### src/rtl/rrtt_pkg.sv
// shared types and constants for the round-robin thread table
`default_nettype none

package rrtt_pkg;

	localparam int MaxThreads = 8;
	localparam int SLOT_W     = $clog2(MaxThreads);
	localparam int ID_W       = 32;
	localparam int TICK_W     = 32;
	localparam int CMD_W      = 3;

	typedef enum logic [CMD_W-1:0] {
		CMD_ADD    = 3'd0,
		CMD_KILL   = 3'd1,
		CMD_SLEEP  = 3'd2,
		CMD_SWITCH = 3'd3,
		CMD_FLAGS  = 3'd4
	} cmd_t;

	typedef enum logic [1:0] {
		STS_OK      = 2'd0,
		STS_FULL    = 2'd1,
		STS_NOREADY = 2'd2,
		STS_EMPTY   = 2'd3
	} status_t;

	typedef enum logic [2:0] {
		S_IDLE,
		S_EXEC,
		S_ADD_LINK,
		S_KILL_LINK,
		S_WALK_RD,
		S_WALK_CHK,
		S_FIN_RD,
		S_RESULT
	} state_t;

	typedef struct packed {
		logic [CMD_W-1:0]  command;
		logic [TICK_W-1:0] sleep_ticks;
		logic [SLOT_W-1:0] target_slot;
		logic              sleep_flag;
		logic              block_flag;
	} req_t;

	typedef struct packed {
		status_t           status;
		logic [SLOT_W-1:0] running_slot;
		logic [ID_W-1:0]   running_id;
		logic [SLOT_W-1:0] added_slot;
		logic [ID_W-1:0]   added_id;
	} rsp_t;

	// controller to datapath
	typedef struct packed {
		logic capture;
		logic exec;
		logic add_link;
		logic kill_link;
		logic walk_issue;
		logic walk_chk;
		logic result;
	} ctl_t;

	// datapath to controller
	typedef struct packed {
		cmd_t op;
		logic ring;
		logic full;
		logic kill_last;
		logic ready;
		logic walk_last;
	} sts_t;

endpackage

`default_nettype wire

### src/rtl/rrtt_ctrl.sv
// sequencing state machine for the thread table
`default_nettype none

module rrtt_ctrl (
	input  wire logic          clk,
	input  wire logic          arst_n,
	input  wire logic          start,
	input  wire rrtt_pkg::sts_t sts,
	output rrtt_pkg::ctl_t     ctl,
	output logic               busy,
	output logic               done
);
	import rrtt_pkg::*;

	state_t state_q;
	state_t state_d;

	always_ff @(posedge clk or negedge arst_n) begin
		if (!arst_n) begin
			state_q <= S_IDLE;
		end else begin
			state_q <= state_d;
		end
	end

	always_comb begin
		state_d = state_q;
		case (state_q)
			S_IDLE: begin
				if (start) state_d = S_EXEC;
			end
			S_EXEC: begin
				case (sts.op)
					CMD_ADD: begin
						state_d = (sts.ring && !sts.full) ? S_ADD_LINK : S_FIN_RD;
					end
					CMD_KILL: begin
						state_d = (sts.ring && !sts.kill_last) ? S_KILL_LINK : S_FIN_RD;
					end
					CMD_SWITCH: begin
						state_d = sts.ring ? S_WALK_CHK : S_FIN_RD;
					end
					default: state_d = S_FIN_RD;
				endcase
			end
			S_ADD_LINK:  state_d = S_FIN_RD;
			S_KILL_LINK: state_d = S_WALK_RD;
			S_WALK_RD:   state_d = S_WALK_CHK;
			S_WALK_CHK: begin
				if (sts.ready || sts.walk_last) state_d = S_FIN_RD;
			end
			S_FIN_RD:    state_d = S_RESULT;
			S_RESULT:    state_d = S_IDLE;
			default:     state_d = S_IDLE;
		endcase
	end

	always_comb begin
		ctl            = '0;
		busy           = 1'b1;
		done           = 1'b0;
		case (state_q)
			S_IDLE: begin
				busy        = 1'b0;
				ctl.capture = start;
			end
			S_EXEC:      ctl.exec       = 1'b1;
			S_ADD_LINK:  ctl.add_link   = 1'b1;
			S_KILL_LINK: ctl.kill_link  = 1'b1;
			S_WALK_RD:   ctl.walk_issue = 1'b1;
			S_WALK_CHK:  ctl.walk_chk   = 1'b1;
			S_FIN_RD:    ;
			S_RESULT: begin
				ctl.result = 1'b1;
				done       = 1'b1;
			end
			default:     ;
		endcase
	end

endmodule

`default_nettype wire

### src/rtl/rrtt_dpath.sv
// thread table storage, ring links, walk pointer and result registers
`default_nettype none

module rrtt_dpath (
	input  wire logic           clk,
	input  wire logic           arst_n,
	input  wire rrtt_pkg::req_t request,
	input  wire rrtt_pkg::ctl_t ctl,
	output rrtt_pkg::sts_t      sts,
	output rrtt_pkg::rsp_t      result
);
	import rrtt_pkg::*;

	// table memories, one registered read port shared by all
	logic [SLOT_W-1:0] fwd_mem   [MaxThreads];
	logic [SLOT_W-1:0] bwd_mem   [MaxThreads];
	logic              slp_mem   [MaxThreads];
	logic              blk_mem   [MaxThreads];
	logic [ID_W-1:0]   ident_mem [MaxThreads];
	logic [TICK_W-1:0] dur_mem   [MaxThreads];

	// control state
	logic [SLOT_W-1:0]     cur_q;
	logic [ID_W-1:0]       id_q;
	logic                  ring_q;
	logic [MaxThreads-1:0] used_q;

	// per-request working registers
	req_t              req_q;
	status_t           status_q;
	logic [SLOT_W-1:0] add_slot_q;
	logic [ID_W-1:0]   add_id_q;
	logic [SLOT_W-1:0] new_q;
	logic [SLOT_W-1:0] prev_q;
	logic [SLOT_W-1:0] nxt_q;
	logic [SLOT_W-1:0] fail_q;
	logic [SLOT_W-1:0] ptr_q;
	logic [SLOT_W-1:0] cnt_q;

	// registered read data
	logic [SLOT_W-1:0] rd_fwd_q;
	logic [SLOT_W-1:0] rd_bwd_q;
	logic              rd_slp_q;
	logic              rd_blk_q;
	logic [ID_W-1:0]   rd_ident_q;

	cmd_t              op;
	logic              full;
	logic [SLOT_W-1:0] free_idx;
	logic [SLOT_W-1:0] new_slot;
	logic              ready;
	logic              walk_last;
	logic [SLOT_W-1:0] rd_addr;

	logic              fwd_we;
	logic [SLOT_W-1:0] fwd_wa;
	logic [SLOT_W-1:0] fwd_wd;
	logic              bwd_we;
	logic [SLOT_W-1:0] bwd_wa;
	logic [SLOT_W-1:0] bwd_wd;
	logic              slp_we;
	logic              blk_we;
	logic [SLOT_W-1:0] flag_wa;
	logic              slp_wd;
	logic              blk_wd;
	logic              ident_we;
	logic              dur_we;

	assign op        = cmd_t'(req_q.command);
	assign full      = &used_q;
	assign new_slot  = ring_q ? free_idx : '0;
	assign ready     = !rd_slp_q && !rd_blk_q;
	assign walk_last = (cnt_q == SLOT_W'(MaxThreads - 1));

	// lowest free slot
	always_comb begin
		free_idx = '0;
		for (int i = MaxThreads - 1; i >= 0; i--) begin
			if (!used_q[i]) free_idx = SLOT_W'(i);
		end
	end

	// walk hops follow the link just read, one slot a cycle
	always_comb begin
		if (ctl.walk_chk || (ctl.exec && op == CMD_SWITCH)) begin
			rd_addr = rd_fwd_q;
		end else if (ctl.walk_issue) begin
			rd_addr = nxt_q;
		end else begin
			rd_addr = cur_q;
		end
	end

	always_comb begin
		fwd_we   = 1'b0;
		fwd_wa   = new_slot;
		fwd_wd   = ring_q ? cur_q : '0;
		bwd_we   = 1'b0;
		bwd_wa   = new_slot;
		bwd_wd   = ring_q ? rd_bwd_q : '0;
		slp_we   = 1'b0;
		blk_we   = 1'b0;
		flag_wa  = new_slot;
		slp_wd   = 1'b0;
		blk_wd   = 1'b0;
		ident_we = 1'b0;
		dur_we   = 1'b0;
		if (ctl.exec) begin
			case (op)
				CMD_ADD: begin
					if (!ring_q || !full) begin
						fwd_we   = 1'b1;
						bwd_we   = 1'b1;
						slp_we   = 1'b1;
						blk_we   = 1'b1;
						ident_we = 1'b1;
					end
				end
				CMD_SLEEP: begin
					if (ring_q) begin
						slp_we  = 1'b1;
						flag_wa = cur_q;
						slp_wd  = 1'b1;
						dur_we  = 1'b1;
					end
				end
				CMD_FLAGS: begin
					slp_we  = 1'b1;
					blk_we  = 1'b1;
					flag_wa = req_q.target_slot;
					slp_wd  = req_q.sleep_flag;
					blk_wd  = req_q.block_flag;
				end
				default: ;
			endcase
		end
		// splice the new slot in just before the current one
		if (ctl.add_link) begin
			fwd_we = 1'b1;
			fwd_wa = prev_q;
			fwd_wd = new_q;
			bwd_we = 1'b1;
			bwd_wa = cur_q;
			bwd_wd = new_q;
		end
		// close the ring over the killed slot
		if (ctl.kill_link) begin
			fwd_we = 1'b1;
			fwd_wa = prev_q;
			fwd_wd = nxt_q;
			bwd_we = 1'b1;
			bwd_wa = nxt_q;
			bwd_wd = prev_q;
		end
	end

	always_ff @(posedge clk) begin
		if (fwd_we)   fwd_mem[fwd_wa]     <= fwd_wd;
		if (bwd_we)   bwd_mem[bwd_wa]     <= bwd_wd;
		if (slp_we)   slp_mem[flag_wa]    <= slp_wd;
		if (blk_we)   blk_mem[flag_wa]    <= blk_wd;
		if (ident_we) ident_mem[new_slot] <= id_q;
		if (dur_we)   dur_mem[cur_q]      <= req_q.sleep_ticks;
		rd_fwd_q   <= fwd_mem[rd_addr];
		rd_bwd_q   <= bwd_mem[rd_addr];
		rd_slp_q   <= slp_mem[rd_addr];
		rd_blk_q   <= blk_mem[rd_addr];
		rd_ident_q <= ident_mem[rd_addr];
	end

	// control state
	always_ff @(posedge clk or negedge arst_n) begin
		if (!arst_n) begin
			cur_q  <= '0;
			id_q   <= '0;
			ring_q <= 1'b0;
			used_q <= '0;
		end else begin
			if (ctl.exec) begin
				case (op)
					CMD_ADD: begin
						id_q <= id_q + ID_W'(1);
						if (!ring_q) begin
							cur_q     <= '0;
							ring_q    <= 1'b1;
							used_q[0] <= 1'b1;
						end else if (!full) begin
							used_q[free_idx] <= 1'b1;
						end
					end
					CMD_KILL: begin
						if (ring_q) begin
							used_q[cur_q] <= 1'b0;
							if (rd_fwd_q == cur_q) ring_q <= 1'b0;
						end
					end
					default: ;
				endcase
			end
			if (ctl.walk_chk) begin
				if (ready) begin
					cur_q <= ptr_q;
				end else if (walk_last) begin
					cur_q <= fail_q;
				end
			end
		end
	end

	// working registers
	always_ff @(posedge clk) begin
		if (ctl.capture) begin
			req_q      <= request;
			status_q   <= STS_OK;
			add_slot_q <= '0;
			add_id_q   <= '0;
		end
		if (ctl.exec) begin
			case (op)
				CMD_ADD: begin
					if (ring_q && full) begin
						status_q <= STS_FULL;
					end else begin
						add_slot_q <= new_slot;
						add_id_q   <= id_q;
						new_q      <= new_slot;
						prev_q     <= rd_bwd_q;
					end
				end
				CMD_KILL: begin
					if (!ring_q) begin
						status_q <= STS_EMPTY;
					end else begin
						nxt_q  <= rd_fwd_q;
						prev_q <= rd_bwd_q;
						fail_q <= rd_fwd_q;
					end
				end
				CMD_SLEEP: begin
					if (!ring_q) status_q <= STS_EMPTY;
				end
				CMD_SWITCH: begin
					if (!ring_q) begin
						status_q <= STS_EMPTY;
					end else begin
						ptr_q  <= rd_fwd_q;
						cnt_q  <= '0;
						fail_q <= cur_q;
					end
				end
				default: ;
			endcase
		end
		if (ctl.walk_issue) begin
			ptr_q <= nxt_q;
			cnt_q <= '0;
		end
		if (ctl.walk_chk && !ready) begin
			if (walk_last) begin
				status_q <= STS_NOREADY;
			end else begin
				ptr_q <= rd_fwd_q;
				cnt_q <= cnt_q + SLOT_W'(1);
			end
		end
	end

	assign sts.op        = op;
	assign sts.ring      = ring_q;
	assign sts.full      = full;
	assign sts.kill_last = (rd_fwd_q == cur_q);
	assign sts.ready     = ready;
	assign sts.walk_last = walk_last;

	assign result.status       = status_q;
	assign result.running_slot = ring_q ? cur_q : '0;
	assign result.running_id   = ring_q ? rd_ident_q : '0;
	assign result.added_slot   = add_slot_q;
	assign result.added_id     = add_id_q;

	a_empty_no_used: assert property (@(posedge clk) disable iff (!arst_n)
		!ring_q |-> (used_q == '0))
		else $error("slots marked used with no ring");

	a_cur_used: assert property (@(posedge clk) disable iff (!arst_n)
		(ctl.result && ring_q) |-> used_q[cur_q])
		else $error("current slot is not in use at result");

	a_new_slot_free: assert property (@(posedge clk) disable iff (!arst_n)
		ctl.add_link |-> (new_q != cur_q && new_q != prev_q))
		else $error("added slot collides with a ring neighbor");

endmodule

`default_nettype wire

### src/rtl/round_robin_thread_table_core.sv
// top level of the round-robin thread table
`default_nettype none

// Round-robin thread table: eight slots linked in a circular ring, one of
// them the current thread. A request is taken when start is high and busy
// is low; busy stays high until the cycle after the result. The result
// sits on the result port for exactly one cycle with done high and must be
// taken then, since there is no way to hold it off. Set flags, sleep, a
// full add, a kill of the last thread and requests on an empty table go
// through execute, final read and result; add also writes the links (the
// ring splice needs a second write to the link memories); switch walks
// up to 8 slots; kill closes the ring and walks. One ring hop per cycle,
// set by the single read port of the link and flag memories.
// Reset clears the ring and the slot-used bits at once; no clearing pass.
module round_robin_thread_table_core (
	input  wire logic           clk,
	input  wire logic           arst_n,
	input  wire logic           start,
	output logic                busy,
	input  wire rrtt_pkg::req_t request,
	output logic                done,
	output rrtt_pkg::rsp_t      result
);
	import rrtt_pkg::*;

	// command strobes and status between sequencer and datapath
	ctl_t ctl;
	sts_t sts;

	rrtt_ctrl u_ctrl (
		.clk    (clk),
		.arst_n (arst_n),
		.start  (start),
		.sts    (sts),
		.ctl    (ctl),
		.busy   (busy),
		.done   (done)
	);

	// table memories, walk pointer and result registers
	rrtt_dpath u_dpath (
		.clk     (clk),
		.arst_n  (arst_n),
		.request (request),
		.ctl     (ctl),
		.sts     (sts),
		.result  (result)
	);

endmodule

`default_nettype wire
### config.mk
export PLATFORM = sky130hd
export DESIGN_NAME = round_robin_thread_table_core
export DESIGN_NICKNAME = d
export VERILOG_FILES = /design/src/rtl/rrtt_pkg.sv /design/src/rtl/rrtt_ctrl.sv /design/src/rtl/rrtt_dpath.sv /design/src/rtl/round_robin_thread_table_core.sv
export SDC_FILE = /design/constraint.sdc
export NUM_CORES = 1
export LEC_CHECK = 0
export BUFFER_PORTS_ARGS = -buffer_cell sky130_fd_sc_hd__clkbuf_2
export CAP_MARGIN = 40
export CORE_MARGIN = 2
export CORE_UTILIZATION = 40
export CTS_CLUSTER_DIAMETER = 50
export DETAILED_ROUTE_END_ITERATION = 10
export MAX_ROUTING_LAYER = met4
export SLEW_MARGIN = 20
export SYNTH_ARGS = -nofsm -noshare
export SYNTH_HDL_FRONTEND = slang
export SYNTH_SLANG_ARGS = --single-unit
### constraint.sdc
create_clock -name clk -period 15.7 [get_ports clk]
set_clock_uncertainty 0.2 [all_clocks]
set_input_delay 3.925 -clock clk [delete_from_list [all_inputs] [get_ports clk]]
set_output_delay 3.925 -clock clk [all_outputs]
set_load 0.01 [all_outputs]
Yosys cells after proc, flatten, opt, wreduce, memory -nomap -nowiden. Memories as Yosys holds them, arrays and structs flattened. A register that Yosys moved wholly into a read port is not among the register bits. Cells that the tools add are included. Widths: inputs -> output; s select.

Reduce and logical (&&, ||, !) cells: 32. Equal/unequal tests: 21. Magnitude comparators: 4. $add $sub $neg: 2. Bitwise gates (word level): 4. Mux-type cells: 112.

Operators by type and width (count): $mux 32 (5); $mux 3 (52); $add 32x1->32 const B (1); $mux 1 (32); $pmux 3 s8 (1); $eq 3x3->1 const B (6); $pmux 3 s2 (3); $mux 8 (2); $pmux 8 s2 (1); $mux 2 (7); $eq 3x2->1 const B (4); $reduce_and 4->1 (3); $pmux 3 s3 (1); $and 8x8->8 (1); $logic_and 1x1->1 (8); $lt 3x4->1 const B (2); $ne 2x1->1 const B (4); $not 8->8 (1); $or 8x8->8 (1); $reduce_and 8->1 (1); $mux 7 (1); $demux 1 s3 (2); $eq 3x1->1 const B (2); $ge 3x1->1 const B (2); 16 further kinds (32).

Word-level logic and storage cells: 199. Output and inout bits: 74. Register bits after elaboration: 110. Memories: 5. Input bits: 43. RAM bits: 320.

Memory list: u_dpath.ident_mem (words 8, bits a word 32, read ports 1, clocked after memory_dff 1, wr ports 1, line rrtt_dpath.sv:19) `logic [ID_W-1:0] ident_mem [MaxThreads];`; u_dpath.bwd_mem (words 8, bits a word 3, read ports 1, clocked after memory_dff 1, wr ports 1, line rrtt_dpath.sv:16) `logic [SLOT_W-1:0] bwd_mem [MaxThreads];`; u_dpath.fwd_mem (words 8, bits a word 3, read ports 1, clocked after memory_dff 1, wr ports 1, line rrtt_dpath.sv:15) `logic [SLOT_W-1:0] fwd_mem [MaxThreads];`; u_dpath.blk_mem (words 8, bits a word 1, read ports 1, clocked after memory_dff 1, wr ports 1, line rrtt_dpath.sv:18) `logic blk_mem [MaxThreads];`; u_dpath.slp_mem (words 8, bits a word 1, read ports 1, clocked after memory_dff 1, wr ports 1, line rrtt_dpath.sv:17) `logic slp_mem [MaxThreads];`.

Longest topological paths before layout. Gate-level depths: netlist of run 1.

Depth after elaboration: 16. Depth in mapped cells: 10.

By module. A second synthesis of run 1 with hierarchy kept.

Cell total of the unflattened synthesis: 1429. Area total of the unflattened synthesis: 19422.4 um^2.

By module, submodules not included: rrtt_dpath (seq. area each 12972.4 um^2, cells each 1397, times used 1, area an instance 19153.4 um^2); rrtt_ctrl (seq. area each 75.1 um^2, cells each 32, times used 1, area an instance 269.0 um^2).

Least setup slack after synthesis of run 1. Ideal clock, no wire load.

Path type: reg2reg. Start: register u_ctrl.state_q[1]. End: memory u_dpath.ident_mem[4][0], enable pin. Clock period less this slack: 5.615 ns. Setup slack: 10.085 ns. Arrival time: 4.913 ns. Library setup time: 0.501 ns. Stages on the path, launching flop included: 7. Path buffers: 2. Path through: dfrtp_1 -> buf_2 -> or4b_1 -> nor3_1 -> nand2_1 -> buf_2 -> nor4_1.

Cells in the longest elaborated chain, start to end: 5.

RTL lines: from (decl) (line rrtt_ctrl.sv:15) `state_t state_q;`; from (signal assigned) (line rrtt_ctrl.sv:22) `state_q <= state_d;`; $eq 3x1->1 (line rrtt_ctrl.sv:62) `case (state_q)`; $mux 1 (line rrtt_ctrl.sv:62); $mux 1 (line rrtt_dpath.sv:108) `if (ctl.exec) begin`; $mux 1 (line rrtt_dpath.sv:162) `if (ident_we) ident_mem[new_slot] <= id_q;`; $mux 1 (not written as such) (line rrtt_dpath.sv:162); to (decl) (line rrtt_dpath.sv:19).

Every way passes these cells.

==> flow_summary.ini, run 1 <==
[timing]
slew_violations = 0
timing.final.hold_violations = 0
maxSlewHeadroom_pct = 44.5
setup-tns-final_ps = 0
fmax_mhz = 161
fin_crit_ps = 6220
post-route-period-util_pct = 39.6
rsz_0062_raised_after_global_routing = no
post-route-worst-setup-slack_ps = 9480
worstMarginPinSlew_ps = 830
setup_violations = 0

[logic_synthesis]
yosys.area.top_type = sky130_fd_sc_hd__edfxtp_1
yosysSeqAreaShare_pct = 69.6
ys.warnings.count = 0
synthDominantCellAreaShare_pct = 54.4
number_of_flops_mapped_to_enable_cells_by_yosys = 340
synthTopCellsByCount = 340 x sky130_fd_sc_hd__edfxtp_1, 197 x sky130_fd_sc_hd__nand2_1, 104 x sky130_fd_sc_hd__nor2_1, 83 x sky130_fd_sc_hd__dfxtp_1, 81 x sky130_fd_sc_hd__mux2_2
async_flop_share_pct = 10.0
synth_flop_cell = sky130_fd_sc_hd__edfxtp_1
post_synth_inst_count = 1390
synthMostInstantiatedCell = sky130_fd_sc_hd__edfxtp_1
ys_ff_latch = 470
synth_area_mm2 = 0.0188
synth.net_count = 1436
yosysUniqueCellTypes = 62
netlist_top_cells_area = sky130_fd_sc_hd__edfxtp_1 54%, sky130_fd_sc_hd__dfxtp_1 8.9%, sky130_fd_sc_hd__dfrtp_1 6.3%, sky130_fd_sc_hd__mux2_2 4.9%, sky130_fd_sc_hd__nand2_1 3.9%
synth_area_per_cell_um2 = 13.5

[drt]
vias = 11200
drtPass1Iterations = 5
route.detailed.drc = 0
vias_per_cell = 5.27
routed_wl_mm = 42.5
final_antenna_net_count = 0
first_iter_violations = 768
wl_per_cell_um = 19.9

[die]
die_footprint_mm2 = 0.0486
num_rows = 79
pin_count = 117
floorplan.initialDensity_pct = 40.4
die_x_um = 221
die_height_um = 221
core-area_mm2 = 0.0465

[setup_path]
crit_path_cell_trace = inv_1 > nor2_1 > clkbuf_2
timing.critical_path.required_ps = 11570
critPathCaptureType = output pin
start_kind = flip-flop
criticalPathCategory = flip-flop to output pin
critical_path.slowest_cell = sky130_fd_sc_hd__dfrtp_2
timing.rr.start = u_ctrl.state_q[0]
path_max_fanout = 24
critical_path.max_stage_delay_ps = 690
count_of_cells_along_the_worst_register_to_register_path = 9
reg2reg_slack_ps = 11270
critPathTopFamily = flip-flops
timing.critical_path.arrival_ps = 2100
path_buf_inv = 2
worstReg2RegEnd = u_dpath.ident_mem[2][17]

[clock_tree]
worst_setup_hold_path_clk_slew_ps = 60
cts_sinks = 470
cts.htree.levels = 2
cts_root_buffer = sky130_fd_sc_hd__clkbuf_16
postCtsResizedCells = 0
cts_hold_buf = 0
tritoncts = done
post_cts_repair_setup_buffers = 0
clock_latency_on_the_worst_skew_pair_ps = 590
tritoncts.num_buffers = 53
cts-root-to-sink-buffers = 3

[grt]
grt_residual_overflow = 0
largest_net_degree_at_the_start_of_global_routing = 88
global_route.usage.total_pct = 18.2
antenna_found_initial = 0
grt_first_pass_wirelength_mm = 65.0
grt_pass1_vias = 11000

[hold_path]
number_of_cells_on_the_worst_hold_path = 2
timing.hold.worst_endpoint = u_dpath.add_slot_q[1]
hold_path.startpoint = u_dpath.add_slot_q[1]
min-delay-path-class = flip-flop to flip-flop

[power]
power_mw = 4.06
power.static_leakage_nw = 7.99
power_per_cell_area_mw_per_mm2 = 187
worst_ir_drop_vdd_uv = 129

[cells_and_area]
design.final.nets = 1528
final_core_utilization_pct = 46.6
post_route_cells_drive_above_1_share_pct = 19.7
area.growth.synth_to_final_pct = 15.5
antenna-diode-count = 0
finalInstanceArea_mm2 = 0.0217
total_of_fill_cells_in_the_finished_design = 4092

[placement]
portBuffers = 84
post-dp-hpwl_mm = 24.5
dpl_worst_slack_ps = 10060
dpl-instance-area_mm2 = 0.0200
gp_congestion = 0.850

[run_status]
run_status = finished, final reports clean

[job]
max-cap-violations = 0
power by group:
part,switching (mW),total [mW],internal (mW)
logic,0.746,1.27,0.521
clock network,0.492,1.19,0.699
registers,0.109,1.60,1.49
total,1.35,4.06,2.71
logic make-up (layout without fill, tap and decap cells):
family                     count (synthesis)  in the layout  synth area share (%)
muxes                                    132            132                  7.62
buffers and inverters                     89            225                  2.17
AOI/OAI and AO/OA                        177            177                  6.87
xor gates and xnor gates                  34             34                  1.59
adders and majority gates                  3              3                 0.200
DFF                                      470            470                  69.6
and+or+nand+nor                          485            485                  12.0
sequential cells by signal, indices dropped and copies added, names as in the netlist, 8 cells and up:
| name | cells |
|---|---|
| u_dpath.add_id_q | 32 |
| u_dpath.ident_mem | 256 |
| u_dpath.fwd_mem | 24 |
| u_dpath.rd_ident_q | 32 |
| u_dpath.id_q | 32 |
| u_dpath.slp_mem | 8 |
| u_dpath.blk_mem | 8 |
| u_dpath.bwd_mem | 24 |
| u_dpath.used_q | 8 |
metal layers:
layer | vias to the layer above | global-route usage [%] | share of wire (%)
met2 | 290 | 27.8 | 46
li1 | 5306 | - | -
met4 | 0 | 4.16 | 1.8
met3 | 57 | 3.38 | 5.1
met5 | - | - | 0
met1 | 5581 | 25.4 | 47
worst max-delay path by stage:
stage	start	end	slack (ps)	depth (start not counted)
after global placement	u_dpath.ring_q	result[67]	9710	3
after global routing	u_dpath.ring_q	result[67]	9440	3
after detailed placement	start	u_dpath.add_slot_q[0]	10060	6
after CTS	u_dpath.ring_q	result[67]	9460	3
final	u_dpath.ring_q	result[67]	9480	3
after floorplan	u_ctrl.state_q[1]	u_dpath.ident_mem[4][0]	10090	6
placed cells by master, fill, tap and decap left out, types with 17 or more instances in the layout:
cell                        instances
sky130_fd_sc_hd__and2_1            42
sky130_fd_sc_hd__dfxtp_1           83
sky130_fd_sc_hd__nand3_1           55
sky130_fd_sc_hd__a32o_1            40
sky130_fd_sc_hd__edfxtp_1         340
sky130_fd_sc_hd__o21ai_0           28
sky130_fd_sc_hd__clkbuf_16         53
sky130_fd_sc_hd__buf_4             18
sky130_fd_sc_hd__mux2_2            81
sky130_fd_sc_hd__nand2_1          195
sky130_fd_sc_hd__o22ai_1           41
sky130_fd_sc_hd__xnor2_1           21
sky130_fd_sc_hd__dfrtp_1           46
sky130_fd_sc_hd__nor2_1           102
sky130_fd_sc_hd__clkbuf_2          86
sky130_fd_sc_hd__mux2i_1           47
sky130_fd_sc_hd__a21oi_1           17
worst register-to-register path, cell delays in order (launching register included):
cell	delay [ps]
sky130_fd_sc_hd__dfrtp_1	850
sky130_fd_sc_hd__or4b_1	570
sky130_fd_sc_hd__nor3_1	280
sky130_fd_sc_hd__nand2_2	340
sky130_fd_sc_hd__buf_12	280
sky130_fd_sc_hd__inv_2	70
sky130_fd_sc_hd__buf_4	490
sky130_fd_sc_hd__nand2_1	220
sky130_fd_sc_hd__nor3_2	190
sky130_fd_sc_hd__buf_4	520
area by class of cell:
type	count	area, um^2	area share [%]
inverters	16	60.1	0.277
flip-flops and latches	470	13000	60.2
multi-input cells	831	5420	25.0
clock buffers	76	1490	6.89
well taps	607	759	3.50
repair buffers	110	678	3.13
clock inverters	23	210	0.970
through the flow:
stage          hold WS (ps)  cells
6_report                244   2133
2_1_floorplan           206   1390
4_1_cts                 250   2130
3_5_place_dp            232   2031
5_1_grt                 263   2133
3_3_place_gp            237   2025
(Power assumes the default switching activity.)
==> run 2: changes to the inputs <==
==> constraint.sdc (replaced) <==
create_clock -name clk -period 6.2 [get_ports clk]
set_clock_uncertainty 0.2 [all_clocks]
set_input_delay 1.55 -clock clk [delete_from_list [all_inputs] [get_ports clk]]
set_output_delay 1.55 -clock clk [all_outputs]
set_load 0.01 [all_outputs]
==> run 2 against run 1 <==
Effect of this change:
- global-route usage rose by 0.27 points
- wire length grew 1.1%
- via count up 0.82%
- final cell count grew 0.19%
- die area is the same
- critical endpoint is now u_dpath.ident_mem[2][18]
- core utilization increased by 0.12 points
- count of clock-buffer cells in the layout decreased by 8
- highest routed layer unchanged
- register-to-register slack worse by 9400 ps
- largest power group unchanged
- critical path type is now flip-flop to flip-flop
==> flow_summary.ini, run 2 (synthesized netlist as in run 1, its figures left out) <==
[placement]
post-dp-hpwl_mm = 25.7
dpl_worst_slack_ps = 2020
portBuffers = 84
gp_congestion = 0.894

[grt]
grt_util_met2_pct = 28.8
grt.met3_usage_pct = 2.82
grt_residual_overflow = 0
grt_pass1_vias = 11200
largest_net_degree_at_the_start_of_global_routing = 63
antenna_found_initial = 0
groute.layer.met1.usage_pct = 25.3
grt_first_pass_wirelength_mm = 66.2
gr-max-usage-layer = met2
global_route.usage.total_pct = 18.5

[clock_tree]
cts.htree.levels = 2
clock_latency_on_the_worst_skew_pair_ps = 600
cts_hold_buf = 0
worst_setup_hold_path_clk_slew_ps = 60
cts-root-to-sink-buffers = 3
tritoncts = done
cts_sinks = 470
post_cts_repair_setup_buffers = 0
tritoncts.num_buffers = 52
cts_root_buffer = sky130_fd_sc_hd__clkbuf_16
postCtsResizedCells = 0

[drt]
final_antenna_net_count = 0
vias = 11300
vias_per_cell = 5.30
wl_per_cell_um = 20.1
first_iter_violations = 843
routed_wl_mm = 42.9
route.detailed.drc = 0
drtPass1Iterations = 8

[cells_and_area]
largest_register_ffs = 256
area.growth.synth_to_final_pct = 15.8
design.final.nets = 1532
post_route_cells_drive_above_1_share_pct = 19.9
max_flop_register = u_dpath.ident_mem
layout.cells.most_common_list = 340 x sky130_fd_sc_hd__edfxtp_1, 195 x sky130_fd_sc_hd__nand2_1, 102 x sky130_fd_sc_hd__nor2_1
antenna-diode-count = 0
layout_commonest_cell = sky130_fd_sc_hd__edfxtp_1

[setup_path]
critical_path.max_stage_delay_ps = 850
path_max_fanout = 38
criticalPathCategory = flip-flop to flip-flop
crit_top_cell = sky130_fd_sc_hd__buf_4
worstSetupEndpoint = u_dpath.ident_mem[2][18]
crit_path_cell_trace = or4b_1 > nor3_1 > nand2_2 > inv_2 > buf_4 > nand2_1 > nor3_2 > buf_4
reg2reg_slack_ps = 1890
critical_path.slowest_cell = sky130_fd_sc_hd__dfrtp_1
critPathCaptureType = flip-flop
timing.critical_path.from = u_ctrl.state_q[0]
count_of_cells_along_the_worst_register_to_register_path = 8
worstReg2RegEnd = u_dpath.ident_mem[2][18]
timing.critical_path.arrival_ps = 4350
timing.critical_path.required_ps = 6240
timing.rr.start = u_ctrl.state_q[0]
start_kind = flip-flop

[hold_path]
min-delay-path-class = flip-flop to flip-flop
hold_path.startpoint = u_dpath.add_id_q[2]

[timing]
setup-tns-final_ps = 0
post-route-period-util_pct = 69.4
timing.final.hold_violations = 0
finalHoldWorstSlack_ps = 250
fmax_mhz = 232
maxSlewHeadroom_pct = 42.0
post-route-worst-setup-slack_ps = 1890
setup_violations = 0
worstMarginPinSlew_ps = 868
fin_crit_ps = 4310
slew_violations = 0
rsz_0062_raised_after_global_routing = no

[power]
power.static_leakage_nw = 8.47
power_per_cell_area_mw_per_mm2 = 467
worst_ir_drop_vdd_uv = 329

[die]
die_height_um = 221
floorplan.initialDensity_pct = 40.4
core-area_mm2 = 0.0465
pin_count = 117
num_rows = 79
die_footprint_mm2 = 0.0486
die_x_um = 221

[run_status]
run_status = finished, final reports clean

[job]
max-cap-violations = 0
## run 2: cell types whose count changed in the layout (fill, tap and decap cells not counted), moves of 3 or more
cell,delta
sky130_fd_sc_hd__buf_4,+3
sky130_fd_sc_hd__clkbuf_8,-6
sky130_fd_sc_hd__clkinv_2,+3
sky130_fd_sc_hd__inv_6,-3
## run 2: power breakdown
group	internal (mW)	total [mW]	switching [mW]
registers	3.75	4.02	0.270
clock network	1.71	2.98	1.27
logic	1.26	3.16	1.89
## run 2: through the flow
step | cells | instance area, um^2 | total power [mW] | util (%)
final | 2137 | 21700 | 10.2 | 46.8
after global placement | 2029 | 19900 | 7.15 | 42.8
after floorplan | 1390 | 18800 | 6.18 | -
after CTS | 2133 | 21700 | 10.3 | 46.7
after global routing | 2137 | 21700 | 10.7 | 46.8
after detailed placement | 2035 | 20000 | 7.27 | 43.1
## run 2: layer usage
| layer | wire, um | vias to the layer above | part of all wire (%) |
|---|---|---|---|
| met1 | 19800 | 5636 | 46 |
| met5 | 0 | - | 0 |
| met4 | 901 | 0 | 2.1 |
| met2 | 20000 | 280 | 47 |
| li1 | - | 5333 | - |
| met3 | 2260 | 77 | 5.3 |
## run 2: cell type report
class / instances / area [um^2]
clock buffers: 68 / 1400
clock inverters: 30 / 273
fillers: 4123 / 24700
inverters: 16 / 60.1
multi-input cells: 831 / 5420
flip-flops and latches: 470 / 13000
well taps: 607 / 759
repair buffers: 115 / 762
## run 2: worst min-delay path by stage
stage / slack (ps) / endpoint / cells past startpoint
5_1_grt: 270 / u_dpath.prev_q[0] / 0
3_5_place_dp: 230 / u_dpath.prev_q[0] / 0
3_3_place_gp: 240 / u_dpath.add_slot_q[2] / 1
6_report: 250 / u_dpath.add_id_q[2] / 2
2_1_floorplan: 210 / u_dpath.nxt_q[0] / 0
4_1_cts: 250 / u_dpath.prev_q[0] / 0
## run 2: worst max-delay path, delay by kind of cell (launching register included)
| family | cells | cell delay [ps] |
|---|---|---|
| and+or+nand+nor | 5 | 1880 |
| buffers and inverters | 3 | 990 |
| DFF | 1 | 850 |
